$ cat src/epsg_pkg.sv
// Shared types, constants and the half-sine table for the pulse sample generator.
package epsg_pkg;

  localparam int MAX_SAMPLES = 100;
  localparam int DAC_BITS    = 12;
  localparam int DAC_MAX     = (1 << DAC_BITS) - 1;

  localparam int AMP_W  = 12;
  localparam int TICK_W = 32;
  localparam int PROD_W = TICK_W + AMP_W;
  localparam int DIV_STEPS = AMP_W;

  localparam int RECIP_SHIFT = 24;

  localparam int N_8   = 8;
  localparam int N_20  = 20;
  localparam int N_50  = 50;

  localparam int BASE_20  = N_8;
  localparam int BASE_50  = N_8 + N_20;
  localparam int BASE_MAX = N_8 + N_20 + N_50;
  localparam int TAB_LEN  = BASE_MAX + MAX_SAMPLES;
  localparam int TAB_W    = $clog2(TAB_LEN);

  localparam longint unsigned Q30_ONE = 64'd1073741824;
  localparam longint unsigned PI_Q30  = 64'd3373259426;
  localparam longint unsigned SIN_ONE = 64'd65536;

  typedef enum logic [1:0] {
    SHAPE_SINE   = 2'd0,
    SHAPE_SQUARE = 2'd1,
    SHAPE_TRI    = 2'd2,
    SHAPE_SAW    = 2'd3
  } shape_t;

  typedef enum logic [2:0] {
    CFG_WAVE_SHAPE      = 3'd0,
    CFG_PULSE_WIDTH     = 3'd1,
    CFG_PEAK_AMPLITUDE  = 3'd2,
    CFG_ENVELOPE_ENABLE = 3'd3,
    CFG_RAMP_IN_TICKS   = 3'd4,
    CFG_RAMP_OUT_TICKS  = 3'd5,
    CFG_ENVELOPE_LENGTH = 3'd6
  } cfg_idx_t;

  typedef enum logic [1:0] {
    AMP_PEAK = 2'd0,
    AMP_ZERO = 2'd1,
    AMP_RAMP = 2'd2
  } amp_mode_t;

  typedef struct packed {
    logic [31:0] elapsed_ticks;
    logic [6:0]  sample_index;
  } item_t;

  typedef struct packed {
    logic [11:0] sample_value;
    logic [11:0] current_amplitude;
    logic        envelope_done;
    logic [6:0]  sample_count;
    logic        last_sample;
  } result_t;

  typedef struct packed {
    shape_t              wave_shape;
    logic [15:0]         pulse_width;
    logic [AMP_W-1:0]    peak_amplitude;
    logic                envelope_enable;
    logic [TICK_W-1:0]   ramp_in_ticks;
    logic [TICK_W-1:0]   ramp_out_ticks;
    logic [TICK_W-1:0]   envelope_length;
  } cfg_t;

  // Per-item control that rides along the envelope divider.
  typedef struct packed {
    logic       done;
    amp_mode_t  amode;
    logic [1:0] nsel;
    logic [6:0] idx;
  } side_t;

  localparam logic [7:0] N_TAB [4] = '{8'(N_8), 8'(N_20), 8'(N_50), 8'(MAX_SAMPLES)};
  localparam logic [TAB_W-1:0] BASE_TAB [4] =
    '{TAB_W'(0), TAB_W'(BASE_20), TAB_W'(BASE_50), TAB_W'(BASE_MAX)};
  localparam logic [21:0] RECIP_TAB [4] = '{
    22'((1 << RECIP_SHIFT) / N_8),
    22'((1 << RECIP_SHIFT) / N_20),
    22'((1 << RECIP_SHIFT) / N_50),
    22'((1 << RECIP_SHIFT) / MAX_SAMPLES)
  };

  typedef logic [16:0] sine_tab_t [TAB_LEN];

  // sin(pi * x) for x in Q16, evaluated with truncated Q30 products.
  function automatic logic [16:0] half_sine_q16(longint unsigned x_in);
    longint unsigned x, xf, t, t2, u, s;
    x = (x_in > SIN_ONE) ? SIN_ONE : x_in;
    xf = (x <= SIN_ONE / 2) ? x : SIN_ONE - x;
    t  = (xf * PI_Q30) >> 16;
    t2 = (t * t) >> 30;
    u  = Q30_ONE - t2 / 72;
    u  = Q30_ONE - ((t2 * u) >> 30) / 42;
    u  = Q30_ONE - ((t2 * u) >> 30) / 20;
    u  = Q30_ONE - ((t2 * u) >> 30) / 6;
    s  = (t * u) >> 30;
    s  = (s + 64'd8192) >> 14;
    if (s > SIN_ONE) s = SIN_ONE;
    return 17'(s);
  endfunction

  // One segment per sample count, laid out back to back.
  function automatic sine_tab_t build_sine_tab();
    sine_tab_t tab;
    longint unsigned i, x;
    for (int k = 0; k < TAB_LEN; k++) begin
      if (k < BASE_20) begin
        i = longint'(k);
        x = (i * SIN_ONE) / (N_8 - 1);
      end else if (k < BASE_50) begin
        i = longint'(k - BASE_20);
        x = (i * SIN_ONE) / (N_20 - 1);
      end else if (k < BASE_MAX) begin
        i = longint'(k - BASE_50);
        x = (i * SIN_ONE) / (N_50 - 1);
      end else begin
        i = longint'(k - BASE_MAX);
        x = (i * SIN_ONE) / (MAX_SAMPLES - 1);
      end
      tab[k] = half_sine_q16(x);
    end
    return tab;
  endfunction

  localparam sine_tab_t SINE_TAB = build_sine_tab();

endpackage

$ cat src/epsg_div.sv
// Pipelined restoring divider: one quotient bit of the ramp amplitude per stage.
module epsg_div import epsg_pkg::*; (
  input  logic                clk,
  input  logic                rst,
  input  logic                en,
  input  logic                in_valid,
  input  logic [PROD_W-1:0]   prod,
  input  logic [TICK_W-1:0]   den,
  input  side_t               in_side,
  output logic                valid,
  output logic [AMP_W-1:0]    quo,
  output side_t               side
);

  logic [DIV_STEPS-1:0] v;
  logic [TICK_W-1:0]    rem  [DIV_STEPS];
  logic [AMP_W-1:0]     low  [DIV_STEPS];
  logic [AMP_W-1:0]     q    [DIV_STEPS];
  logic [TICK_W-1:0]    dv   [DIV_STEPS];
  side_t                sd   [DIV_STEPS];

  for (genvar k = 0; k < DIV_STEPS; k++) begin : g_step
    logic              v_in;
    logic [TICK_W-1:0] r_in;
    logic [AMP_W-1:0]  low_in;
    logic [AMP_W-1:0]  q_in;
    logic [TICK_W-1:0] d_in;
    side_t             s_in;
    logic [TICK_W:0]   trial;
    logic              ge;

    if (k == 0) begin : g_first
      // The upper part of the product is already below the divisor.
      assign v_in   = in_valid;
      assign r_in   = prod[PROD_W-1:AMP_W];
      assign low_in = prod[AMP_W-1:0];
      assign q_in   = '0;
      assign d_in   = den;
      assign s_in   = in_side;
    end else begin : g_rest
      assign v_in   = v[k-1];
      assign r_in   = rem[k-1];
      assign low_in = low[k-1];
      assign q_in   = q[k-1];
      assign d_in   = dv[k-1];
      assign s_in   = sd[k-1];
    end

    assign trial = {r_in, low_in[AMP_W-1]};
    assign ge    = trial >= {1'b0, d_in};

    always_ff @(posedge clk) begin
      if (rst) begin
        v[k] <= 1'b0;
      end else if (en) begin
        v[k] <= v_in;
      end
    end

    always_ff @(posedge clk) begin
      if (en) begin
        rem[k] <= ge ? TICK_W'(trial - {1'b0, d_in}) : trial[TICK_W-1:0];
        low[k] <= {low_in[AMP_W-2:0], 1'b0};
        q[k]   <= {q_in[AMP_W-2:0], ge};
        dv[k]  <= d_in;
        sd[k]  <= s_in;
      end
    end
  end

  assign valid = v[DIV_STEPS-1];
  assign quo   = q[DIV_STEPS-1];
  assign side  = sd[DIV_STEPS-1];

endmodule

$ cat config.mk
export PLATFORM = sky130hd
export DESIGN_NAME = epsg_div
export DESIGN_NICKNAME = d
export VERILOG_FILES = /design/src/epsg_pkg.sv /design/src/epsg_div.sv
export SDC_FILE = /design/constraint.sdc
export NUM_CORES = 2
export LEC_CHECK = 0
export BUFFER_PORTS_ARGS = -buffer_cell sky130_fd_sc_hd__buf_2
export CORE_AREA = 4 4 354 356
export CTS_BUF_LIST = sky130_fd_sc_hd__clkbuf_8 sky130_fd_sc_hd__clkbuf_16
export DETAILED_ROUTE_END_ITERATION = 6
export DIE_AREA = 0 0 358 360
export PLACE_DENSITY = 0.67
export SYNTH_ARGS = -nofsm -noshare
export SYNTH_HDL_FRONTEND = slang
export SYNTH_SLANG_ARGS = --single-unit
$ cat constraint.sdc
create_clock -name clk -period 4.22 [get_ports clk]
set_input_delay 0.844 -clock clk [delete_from_list [all_inputs] [get_ports clk]]
set_output_delay 0.844 -clock clk [all_outputs]
set_load 0.01 [all_outputs]
==> metrics.txt <==
final setup violation count 0; Layout fillers between 10000 and 15000; Mapped Area 0.0545 sq mm; Post-Synth XOR/XNOR Area 4.85%; TritonCTS clock tree done; Cells after Synth 4660; DRC errors left 0; Flop pwr share around 35%; hold crit path type in -> reg; Detailed Route WL around 110000 um; Comb power frac a little over two fifths; Post-Synth Simple-Gate Area 8.22%; # rows about 130; largest family of logic cells by synthesized area compound AO/OA/AOI/OAI gates; top post-synthesis cells by area edfxtp_1, ha_1, mux2_2; Netlist cell types 85; Synth warnings 0; post-route cell area 0.0610 sq mm; cell with the most instances after synthesis edfxtp_1; FF+latch area between 0.03 and 0.04 sq mm; multi-input logic area 0.0222 sq mm; Layout Nets ~5300; skew final 0.0246 ns; Final HPWL DP 86100 um; Slew Limit Fails 0; worst-skew pair later-pin latency 0.70 ns; PortBufs 116; Final period util 90.3%; ys async rst share 0%; Fin. Hold Viols 0; global-route wire length before repair between 150000 and 200000 um; number of flops mapped to enable cells by yosys between 900 and 1000; number of clock sinks approximately 1000; largest area contributor in the netlist edfxtp_1; Synth Area in Adders 9.21%; # hold bufs at CTS 0; Worst Path Required between 4 and 5 ns; syn nets about 5100; worst vdd ir 0.375 mV; Switching Share between 30% and 40%; Total GRT Usage between 10% and 20%; number of diodes 0; RePlAce Congestion about 0.91; CP Class reg -> reg; TritonCTS Buffers 110; DR iter-0 viols between 1500 and 2000; setup TNS 0 ns; clock slew at reported path FFs approximately 0.06 ns; antenna violations before repair 0; Critical Path Fanout Max 38; grt ovf 0; Die W about 360 um; Yosys reg bits roughly 1000; Worst Setup Start Kind register; DR vias approximately 35000; Root Driver clkbuf_16; largest net degree at the start of global routing ~100; Setup Fix Bufs, Post-CTS 0; Primary FF master, synth edfxtp_1; CTS Buffer Depth 3; top post-synthesis cells by count edfxtp_1, inv_1, ha_1; routed vias/inst 5.31; slew margin rel. about a third; DIE AREA 0.129 sq mm; Antenna Nets Post-Route 0; Critical Path Sink Type register; Initial Utilization ~45%; status complete, no violations; Critical Path AT approximately 4.2 ns; Yosys top cell area share 54.6%; Compound-Gate Fraction of Synth Area 13.8%; Pre-Repair DR Iteration Count 6; Core Area around 0.12 sq mm; power share of the clock group a little over a fifth; PwrDens approximately 710 mW/mm^2; mux contribution to synthesized area under 10%; Cell Area, Placed approximately 0.058 sq mm; register area share after synthesis ~55%; RSZ-0062 raised after global routing false; layout cells sized above 1 a little under an eighth; Internal between 20 and 30 mW; Area growth syn-to-layout 11.8%; drt wl/cell 17.2 um; # resized after CTS 0; vias in the first global route around 35000; max-cap check violation count 0; Highest Clock Rate around 260 MHz; # H-tree levels 3; boundary pin count about 120; Syn Area/Cell approximately 12 sq um; measured slew at the worst slew-check pin 0.968 ns; die height approximately 360 um; Leakage ~25 nW; NetSw around 15 mW; crit path time final 3.81 ns
worst max-delay path, stage by stage (launching register included):
cell       delay [ns]
edfxtp_1         0.41
inv_1            0.07
ha_1             0.31
nor2b_1          0.14
o21ai_1          0.10
a21oi_2          0.26
o21ai_2          0.14
a2111oi_4        0.38
o21ai_1          0.25
or4_1            0.57
a221oi_4         0.29
buf_12           0.25
mux2_2           0.37
registers in the layout, summed over array words and instances, names as in the netlist:
name and cells:
dv 352, rem 352, sd 144, q 78
low 66, g_step.v_in 11, valid 1
per-stage QoR:
| stage | cells | power [mW] | worst slack (ns) | utilization (%) | hold slack, ns |
|---|---|---|---|---|---|
| finish | 6542 | 43.6 | 0.410 | 50.1 | 0.324 |
| global route | 6542 | 46.7 | 0.180 | 50.1 | 0.270 |
| CTS | 6542 | 43.9 | 0.399 | 50.1 | 0.258 |
| detailed placement | 6343 | 34.5 | 0.161 | 47.3 | 0.405 |
| global placement | 6343 | 34.3 | 0.0948 | 47.3 | 0.400 |
| floorplan | 4660 | 29.7 | 0.729 | - | 0.400 |
layout by cell type (no fill, tap or decap), types with 182 or more instances in the layout:
master and instances:
a21o_1 224, a21oi_1 381, edfxtp_1 992, ha_1 384
inv_1 499, mux2_2 182, nand2_1 275, nor2_1 255
o21ai_0 216, xnor2_1 189
kinds of logic after synthesis:
group,Yosys count
buffers and inverters,617
and+or+nand+nor,941
muxes,219
AOI/OAI and AO/OA,1182
DFF,1004
adders and majority gates,395
xor gates and xnor gates,302
power by group through the flow:
stage                     Sequential (mW)  Combinational [mW]  Clock [mW]
after floorplan                      15.1                14.6           0
after global placement               15.6                18.7           0
after detailed placement             15.6                18.9           0
after CTS                            15.4                19.1        9.41
after global routing                 15.6                21.3        9.80
final                                15.4                19.1        9.10
routing by layer:
layer | wire [um] | GRT usage (%) | vias up
met5 | 0 | 0 | -
li1 | - | - | 17500
met2 | 57500 | 31.7 | 721
met3 | 3470 | 2.38 | 320
met1 | 45200 | 19.6 | 16200
met4 | 6730 | 9.34 | 0
cell type report:
cell class / count / share of cell area [%]
clock inverters: 83 / 1.02
inverters: 478 / 2.94
clock buffers: 116 / 4.67
flip-flops and latches: 1004 / 49.2
multi-input cells: 3039 / 36.4
well taps: 1625 / 3.33
repair buffers: 197 / 2.40
final timing paths:
check / startpoint / end / slack [ns] / cells after the start
max: dv[1][1] / rem[2][9] / 0.41 / 12
min: in_side[4] / sd[0][4] / 0.32 / 1
max reg2reg: dv[1][1] / rem[2][9] / 0.41 / 12
min reg2reg: q[4][5] / q[4][18] / 0.40 / 0
No activity file was read; power rests on OpenSTA's default activity.
