**src/epsg_pkg.sv**
```systemverilog
// Shared types, constants and the half-sine table for the pulse sample generator.
package epsg_pkg;

  localparam int MAX_SAMPLES = 100;
  localparam int DAC_BITS    = 12;
  localparam int DAC_MAX     = (1 << DAC_BITS) - 1;

  localparam int AMP_W  = 12;
  localparam int TICK_W = 32;
  localparam int PROD_W = TICK_W + AMP_W;
  localparam int DIV_STEPS = AMP_W;

  localparam int RECIP_SHIFT = 24;

  localparam int N_8   = 8;
  localparam int N_20  = 20;
  localparam int N_50  = 50;

  localparam int BASE_20  = N_8;
  localparam int BASE_50  = N_8 + N_20;
  localparam int BASE_MAX = N_8 + N_20 + N_50;
  localparam int TAB_LEN  = BASE_MAX + MAX_SAMPLES;
  localparam int TAB_W    = $clog2(TAB_LEN);

  localparam longint unsigned Q30_ONE = 64'd1073741824;
  localparam longint unsigned PI_Q30  = 64'd3373259426;
  localparam longint unsigned SIN_ONE = 64'd65536;

  typedef enum logic [1:0] {
    SHAPE_SINE   = 2'd0,
    SHAPE_SQUARE = 2'd1,
    SHAPE_TRI    = 2'd2,
    SHAPE_SAW    = 2'd3
  } shape_t;

  typedef enum logic [2:0] {
    CFG_WAVE_SHAPE      = 3'd0,
    CFG_PULSE_WIDTH     = 3'd1,
    CFG_PEAK_AMPLITUDE  = 3'd2,
    CFG_ENVELOPE_ENABLE = 3'd3,
    CFG_RAMP_IN_TICKS   = 3'd4,
    CFG_RAMP_OUT_TICKS  = 3'd5,
    CFG_ENVELOPE_LENGTH = 3'd6
  } cfg_idx_t;

  typedef enum logic [1:0] {
    AMP_PEAK = 2'd0,
    AMP_ZERO = 2'd1,
    AMP_RAMP = 2'd2
  } amp_mode_t;

  typedef struct packed {
    logic [31:0] elapsed_ticks;
    logic [6:0]  sample_index;
  } item_t;

  typedef struct packed {
    logic [11:0] sample_value;
    logic [11:0] current_amplitude;
    logic        envelope_done;
    logic [6:0]  sample_count;
    logic        last_sample;
  } result_t;

  typedef struct packed {
    shape_t              wave_shape;
    logic [15:0]         pulse_width;
    logic [AMP_W-1:0]    peak_amplitude;
    logic                envelope_enable;
    logic [TICK_W-1:0]   ramp_in_ticks;
    logic [TICK_W-1:0]   ramp_out_ticks;
    logic [TICK_W-1:0]   envelope_length;
  } cfg_t;

  // Per-item control that rides along the envelope divider.
  typedef struct packed {
    logic       done;
    amp_mode_t  amode;
    logic [1:0] nsel;
    logic [6:0] idx;
  } side_t;

  localparam logic [7:0] N_TAB [4] = '{8'(N_8), 8'(N_20), 8'(N_50), 8'(MAX_SAMPLES)};
  localparam logic [TAB_W-1:0] BASE_TAB [4] =
    '{TAB_W'(0), TAB_W'(BASE_20), TAB_W'(BASE_50), TAB_W'(BASE_MAX)};
  localparam logic [21:0] RECIP_TAB [4] = '{
    22'((1 << RECIP_SHIFT) / N_8),
    22'((1 << RECIP_SHIFT) / N_20),
    22'((1 << RECIP_SHIFT) / N_50),
    22'((1 << RECIP_SHIFT) / MAX_SAMPLES)
  };

  typedef logic [16:0] sine_tab_t [TAB_LEN];

  // sin(pi * x) for x in Q16, evaluated with truncated Q30 products.
  function automatic logic [16:0] half_sine_q16(longint unsigned x_in);
    longint unsigned x, xf, t, t2, u, s;
    x = (x_in > SIN_ONE) ? SIN_ONE : x_in;
    xf = (x <= SIN_ONE / 2) ? x : SIN_ONE - x;
    t  = (xf * PI_Q30) >> 16;
    t2 = (t * t) >> 30;
    u  = Q30_ONE - t2 / 72;
    u  = Q30_ONE - ((t2 * u) >> 30) / 42;
    u  = Q30_ONE - ((t2 * u) >> 30) / 20;
    u  = Q30_ONE - ((t2 * u) >> 30) / 6;
    s  = (t * u) >> 30;
    s  = (s + 64'd8192) >> 14;
    if (s > SIN_ONE) s = SIN_ONE;
    return 17'(s);
  endfunction

  // One segment per sample count, laid out back to back.
  function automatic sine_tab_t build_sine_tab();
    sine_tab_t tab;
    longint unsigned i, x;
    for (int k = 0; k < TAB_LEN; k++) begin
      if (k < BASE_20) begin
        i = longint'(k);
        x = (i * SIN_ONE) / (N_8 - 1);
      end else if (k < BASE_50) begin
        i = longint'(k - BASE_20);
        x = (i * SIN_ONE) / (N_20 - 1);
      end else if (k < BASE_MAX) begin
        i = longint'(k - BASE_50);
        x = (i * SIN_ONE) / (N_50 - 1);
      end else begin
        i = longint'(k - BASE_MAX);
        x = (i * SIN_ONE) / (MAX_SAMPLES - 1);
      end
      tab[k] = half_sine_q16(x);
    end
    return tab;
  endfunction

  localparam sine_tab_t SINE_TAB = build_sine_tab();

endpackage

```
**src/epsg_env.sv**
```systemverilog
// Input register and envelope decision: picks the ramp and forms its numerator product.
module epsg_env import epsg_pkg::*; (
  input  logic                clk,
  input  logic                rst,
  input  logic                en,
  input  cfg_t                cfg,
  input  logic                in_valid,
  input  item_t               in_item,
  output logic                valid,
  output logic [PROD_W-1:0]   prod,
  output logic [TICK_W-1:0]   den,
  output side_t               side
);

  logic              v0;
  logic [TICK_W-1:0] t0;
  logic [6:0]        i0;

  logic [TICK_W-1:0] num;
  logic [TICK_W-1:0] den_sel;
  logic [TICK_W-1:0] left;
  side_t             side_sel;

  always_ff @(posedge clk) begin
    if (rst) begin
      v0    <= 1'b0;
      valid <= 1'b0;
    end else if (en) begin
      v0    <= in_valid;
      valid <= v0;
    end
  end

  always_ff @(posedge clk) begin
    if (en) begin
      t0   <= in_item.elapsed_ticks;
      i0   <= in_item.sample_index;
      prod <= PROD_W'(num) * PROD_W'(cfg.peak_amplitude);
      den  <= den_sel;
      side <= side_sel;
    end
  end

  always_comb begin
    left           = cfg.envelope_length - t0;
    num            = t0;
    den_sel        = cfg.ramp_in_ticks;
    side_sel.done  = 1'b0;
    side_sel.amode = AMP_PEAK;
    side_sel.idx   = i0;
    if (cfg.pulse_width > 16'd50)      side_sel.nsel = 2'd3;
    else if (cfg.pulse_width > 16'd10) side_sel.nsel = 2'd2;
    else if (cfg.pulse_width > 16'd3)  side_sel.nsel = 2'd1;
    else                               side_sel.nsel = 2'd0;
    if (cfg.envelope_enable) begin
      if (t0 > cfg.envelope_length) begin
        side_sel.done  = 1'b1;
        side_sel.amode = AMP_ZERO;
      end else if (t0 < cfg.ramp_in_ticks) begin
        side_sel.amode = AMP_RAMP;
      end else if (left < cfg.ramp_out_ticks) begin
        // On the falling ramp the remaining time is below the ramp length.
        side_sel.amode = AMP_RAMP;
        num            = left;
        den_sel        = cfg.ramp_out_ticks;
      end
    end
  end

endmodule

```
**config.mk**
```make
export PLATFORM = sky130hd
export DESIGN_NAME = epsg_env
export DESIGN_NICKNAME = d
export VERILOG_FILES = /design/src/epsg_pkg.sv /design/src/epsg_env.sv
export SDC_FILE = /design/constraint.sdc
export NUM_CORES = 1
export LEC_CHECK = 0
export BUFFER_PORTS_ARGS = -buffer_cell sky130_fd_sc_hd__buf_2
export CAP_MARGIN = 10
export CORE_ASPECT_RATIO = 0.5
export CORE_MARGIN = 4
export CORE_UTILIZATION = 45
export DETAILED_ROUTE_END_ITERATION = 8
export REMOVE_ABC_BUFFERS = 1
export SLEW_MARGIN = 20
export SYNTH_ARGS = -nofsm -noshare
export SYNTH_HDL_FRONTEND = slang
export SYNTH_SLANG_ARGS = --single-unit
```
**constraint.sdc**
```tcl
create_clock -name clk -period 15.9 [get_ports clk]
set_input_delay 3.18 -clock clk [delete_from_list [all_inputs] [get_ports clk]]
set_output_delay 3.18 -clock clk [all_outputs]
set_load 0.03 [all_outputs]
```
==> metrics.txt <==
CP max-delay cell=a21oi_1; ratio of cells with drive above 1 in the final layout=14.8%; RSZ-0062 raised after global routing=false; CTS tree=done; hold wc startpoint=i0[4]; Die ar.=0.0511 sq mm; Worst setup SP type=primary input; slew margin rel.=24.4%; Fmax=70.2 MHz; most frequent CP cell=fa_1; period utilization=89.5%; sequential fraction of the synthesis area=18.0%; wire per inst=19.1 um; vias in the first global route=18600; Req. time, crit path=16130 ps; vias per std cell=5.59; first-pass GRT wire length=98000 um; worst skew pair latency=470 ps; max-cap viol count=0; Max Slew Vio Count=0; Syn Std Cell Area=0.0213 sq mm; r2r setup slk=3950 ps; Worst-Margin Slew=1130 ps; hold-fix buffers at CTS=0; area growth from synthesis to layout=9.64%; Num Clock Sinks=128; H-tree depth=4; worst hold path stage count=0; overall routing resource usage=24.2%; std cell rows=56; core area=0.0468 sq mm; TNS Setup=0 ps; Routed WL=59200 um; Hold Path End=side[4]; chip width=316 um; setup skew after layout=20.9 ps; Post-route DRC=0; global route overflow=0; Synth Flop Type=edfxtp_1; Async SR Flop Fraction=0%; Initial Util=45.5%; Setup crit end kind=register; Reg2Reg Depth=35; First DRT Iteration DRCs=1338; yosys warns=0; Reg2Reg Launch Point=t0[1]; num ports=259; Routability Congestion=0.862; Multi-input gate area=0.0150 sq mm; endpoints failing setup=0; max incr delay on CP=960 ps; maximum clock insertion buffer count=2; Tightest Hold Check Type=reg -> reg; critical path class=in -> reg; status=finished clean; post-synth cell types=82; clock slew at reported path FFs=80 ps; CTS Root Cell=clkbuf_16; Final Net Count=3087; Pre-antenna DRT Iters=6; Final ANT Viol Nets=0; #FFs+latches synth=128; pin count of the biggest net entering global routing=72; initial antenna violation count=3; cts repair resizes=0; CP Max Fanout=43; fillers=4581; Storage cell area=0.00382 sq mm; IO Port Bufs=256; Num CTS Buffers=17; Syn Area/Cell=9.30 sq um; die height=162 um; Critical Path AT=14470 ps; postcts setup bufs=0; Critical R2R Capture=prod[43]; via count=17300; Mapped Cells=2289; DPL Wire Length=45100 um; Post-synth EDFFs=126; Final Hold Vio Count=0; fin crit period=14240 ps
-- stage by stage --
stage               hold slack (ps)  worst slack, ps  cell area [sq um]  utilization, %  cells
global route                    436             1150              23300            49.9   3094
floorplan                       400             2070              20500               -   2146
finish                          419             1660              23300            49.9   3094
CTS                             422             1880              23300            49.9   3091
detailed placement              405             1380              22700            48.6   3059
global placement                400             1560              22700            48.6   3059
-- per-layer routing --
| metal | wire [um] | track usage, % |
|---|---|---|
| met1 | 25300 | 31.9 |
| met3 | 3300 | 3.95 |
| met5 | 0 | 0 |
| met4 | 1180 | 6.29 |
| met2 | 29400 | 41.9 |
-- worst max-delay path: cells and delay by family --
| kind | cells | cell delay [ps] |
|---|---|---|
| AOI/OAI and AO/OA | 13 | 4620 |
| and+or+nand+nor | 8 | 2110 |
| buffers and inverters | 5 | 670 |
| adders and majority gates | 8 | 3890 |
-- worst max-delay path by stage --
stage / start / to / slack [ps] / depth (start not counted)
2_1_floorplan: cfg[0] / prod[26] / 2070 / 34
3_3_place_gp: cfg[6] / prod[43] / 1560 / 34
3_5_place_dp: cfg[6] / prod[43] / 1380 / 34
4_1_cts: cfg[6] / prod[43] / 1880 / 34
5_1_grt: cfg[11] / prod[43] / 1150 / 35
6_report: cfg[6] / prod[43] / 1660 / 34
-- state kept, by name, indices dropped and copies added (netlist names) --
name   flops
den       32
prod      44
valid      1
side      11
t0        32
i0         7
v0         1
-- placed cells by master, fill, tap and decap left out, types with 59 or more instances in the layout --
cell type | netlist | routed
inv_1 | 448 | 448
a21oi_1 | 111 | 110
o21ai_0 | 248 | 247
fa_1 | 301 | 301
o21a_1 | 97 | 97
edfxtp_1 | 126 | 126
ha_1 | 176 | 176
buf_2 | 37 | 255
nand2_1 | 59 | 59
nand3_1 | 72 | 72
-- cell type report --
class,count,area share (%)
diodes,3,0.0322
clock buffers,17,1.82
clock inverters,15,0.740
inverters,449,7.22
multi-input cells,1569,64.3
flip-flops and latches,128,16.4
well taps,638,3.42
repair buffers,275,6.13
-- logic make-up (layout without fill, tap and decap cells) --
group                    count (synthesis)  count (layout)  share of synthesized area, %
AO/OA/AOI/OAI                          726             726                          21.4
XOR/XNOR                                55              55                          2.26
other                                    0               3                             0
multiplexers                             5               5                         0.241
buffers and inverters                  592             756                          11.7
AND/OR/NAND/NOR                        306             306                          7.80
flip-flops                             128             128                          18.0
adder cells (fa/ha/maj)                477             477                          38.6
-- synthesized netlist by cell type (4+ instances only) --
library cell | n | area share [%]
and3_4 | 15 | 0.79
a21oi_1 | 111 | 2.6
xor2_1 | 19 | 0.78
o211ai_1 | 28 | 0.99
or3_1 | 9 | 0.26
o21a_1 | 97 | 3.4
mux2i_1 | 4 | 0.19
nand3_1 | 72 | 1.7
ha_1 | 176 | 10
inv_1 | 448 | 7.9
a21boi_1 | 6 | 0.21
buf_2 | 37 | 0.87
a21oi_2 | 14 | 0.58
nor3_1 | 19 | 0.45
o211a_1 | 7 | 0.33
xnor2_1 | 36 | 1.5
a21bo_2 | 5 | 0.24
a31oi_1 | 20 | 0.59
fa_1 | 301 | 28
clkbuf_2 | 14 | 0.33
nor2_1 | 47 | 0.83
a211oi_1 | 15 | 0.53
and3_1 | 20 | 0.59
o21bai_1 | 7 | 0.25
buf_6 | 22 | 1.2
edfxtp_1 | 126 | 18
nand2_1 | 59 | 1.0
o22ai_1 | 4 | 0.12
nand2b_1 | 13 | 0.38
buf_4 | 10 | 0.35
a21boi_0 | 22 | 0.78
o21ai_1 | 54 | 1.3
nand4_1 | 19 | 0.56
nor2b_1 | 8 | 0.24
o31ai_1 | 5 | 0.18
clkbuf_1 | 60 | 1.1
a21o_1 | 40 | 1.4
o21ai_0 | 248 | 5.8
Power is left out: the tool's default activity adds up to more than one toggle a clock period on the data nets, which glitch-free logic cannot reach.
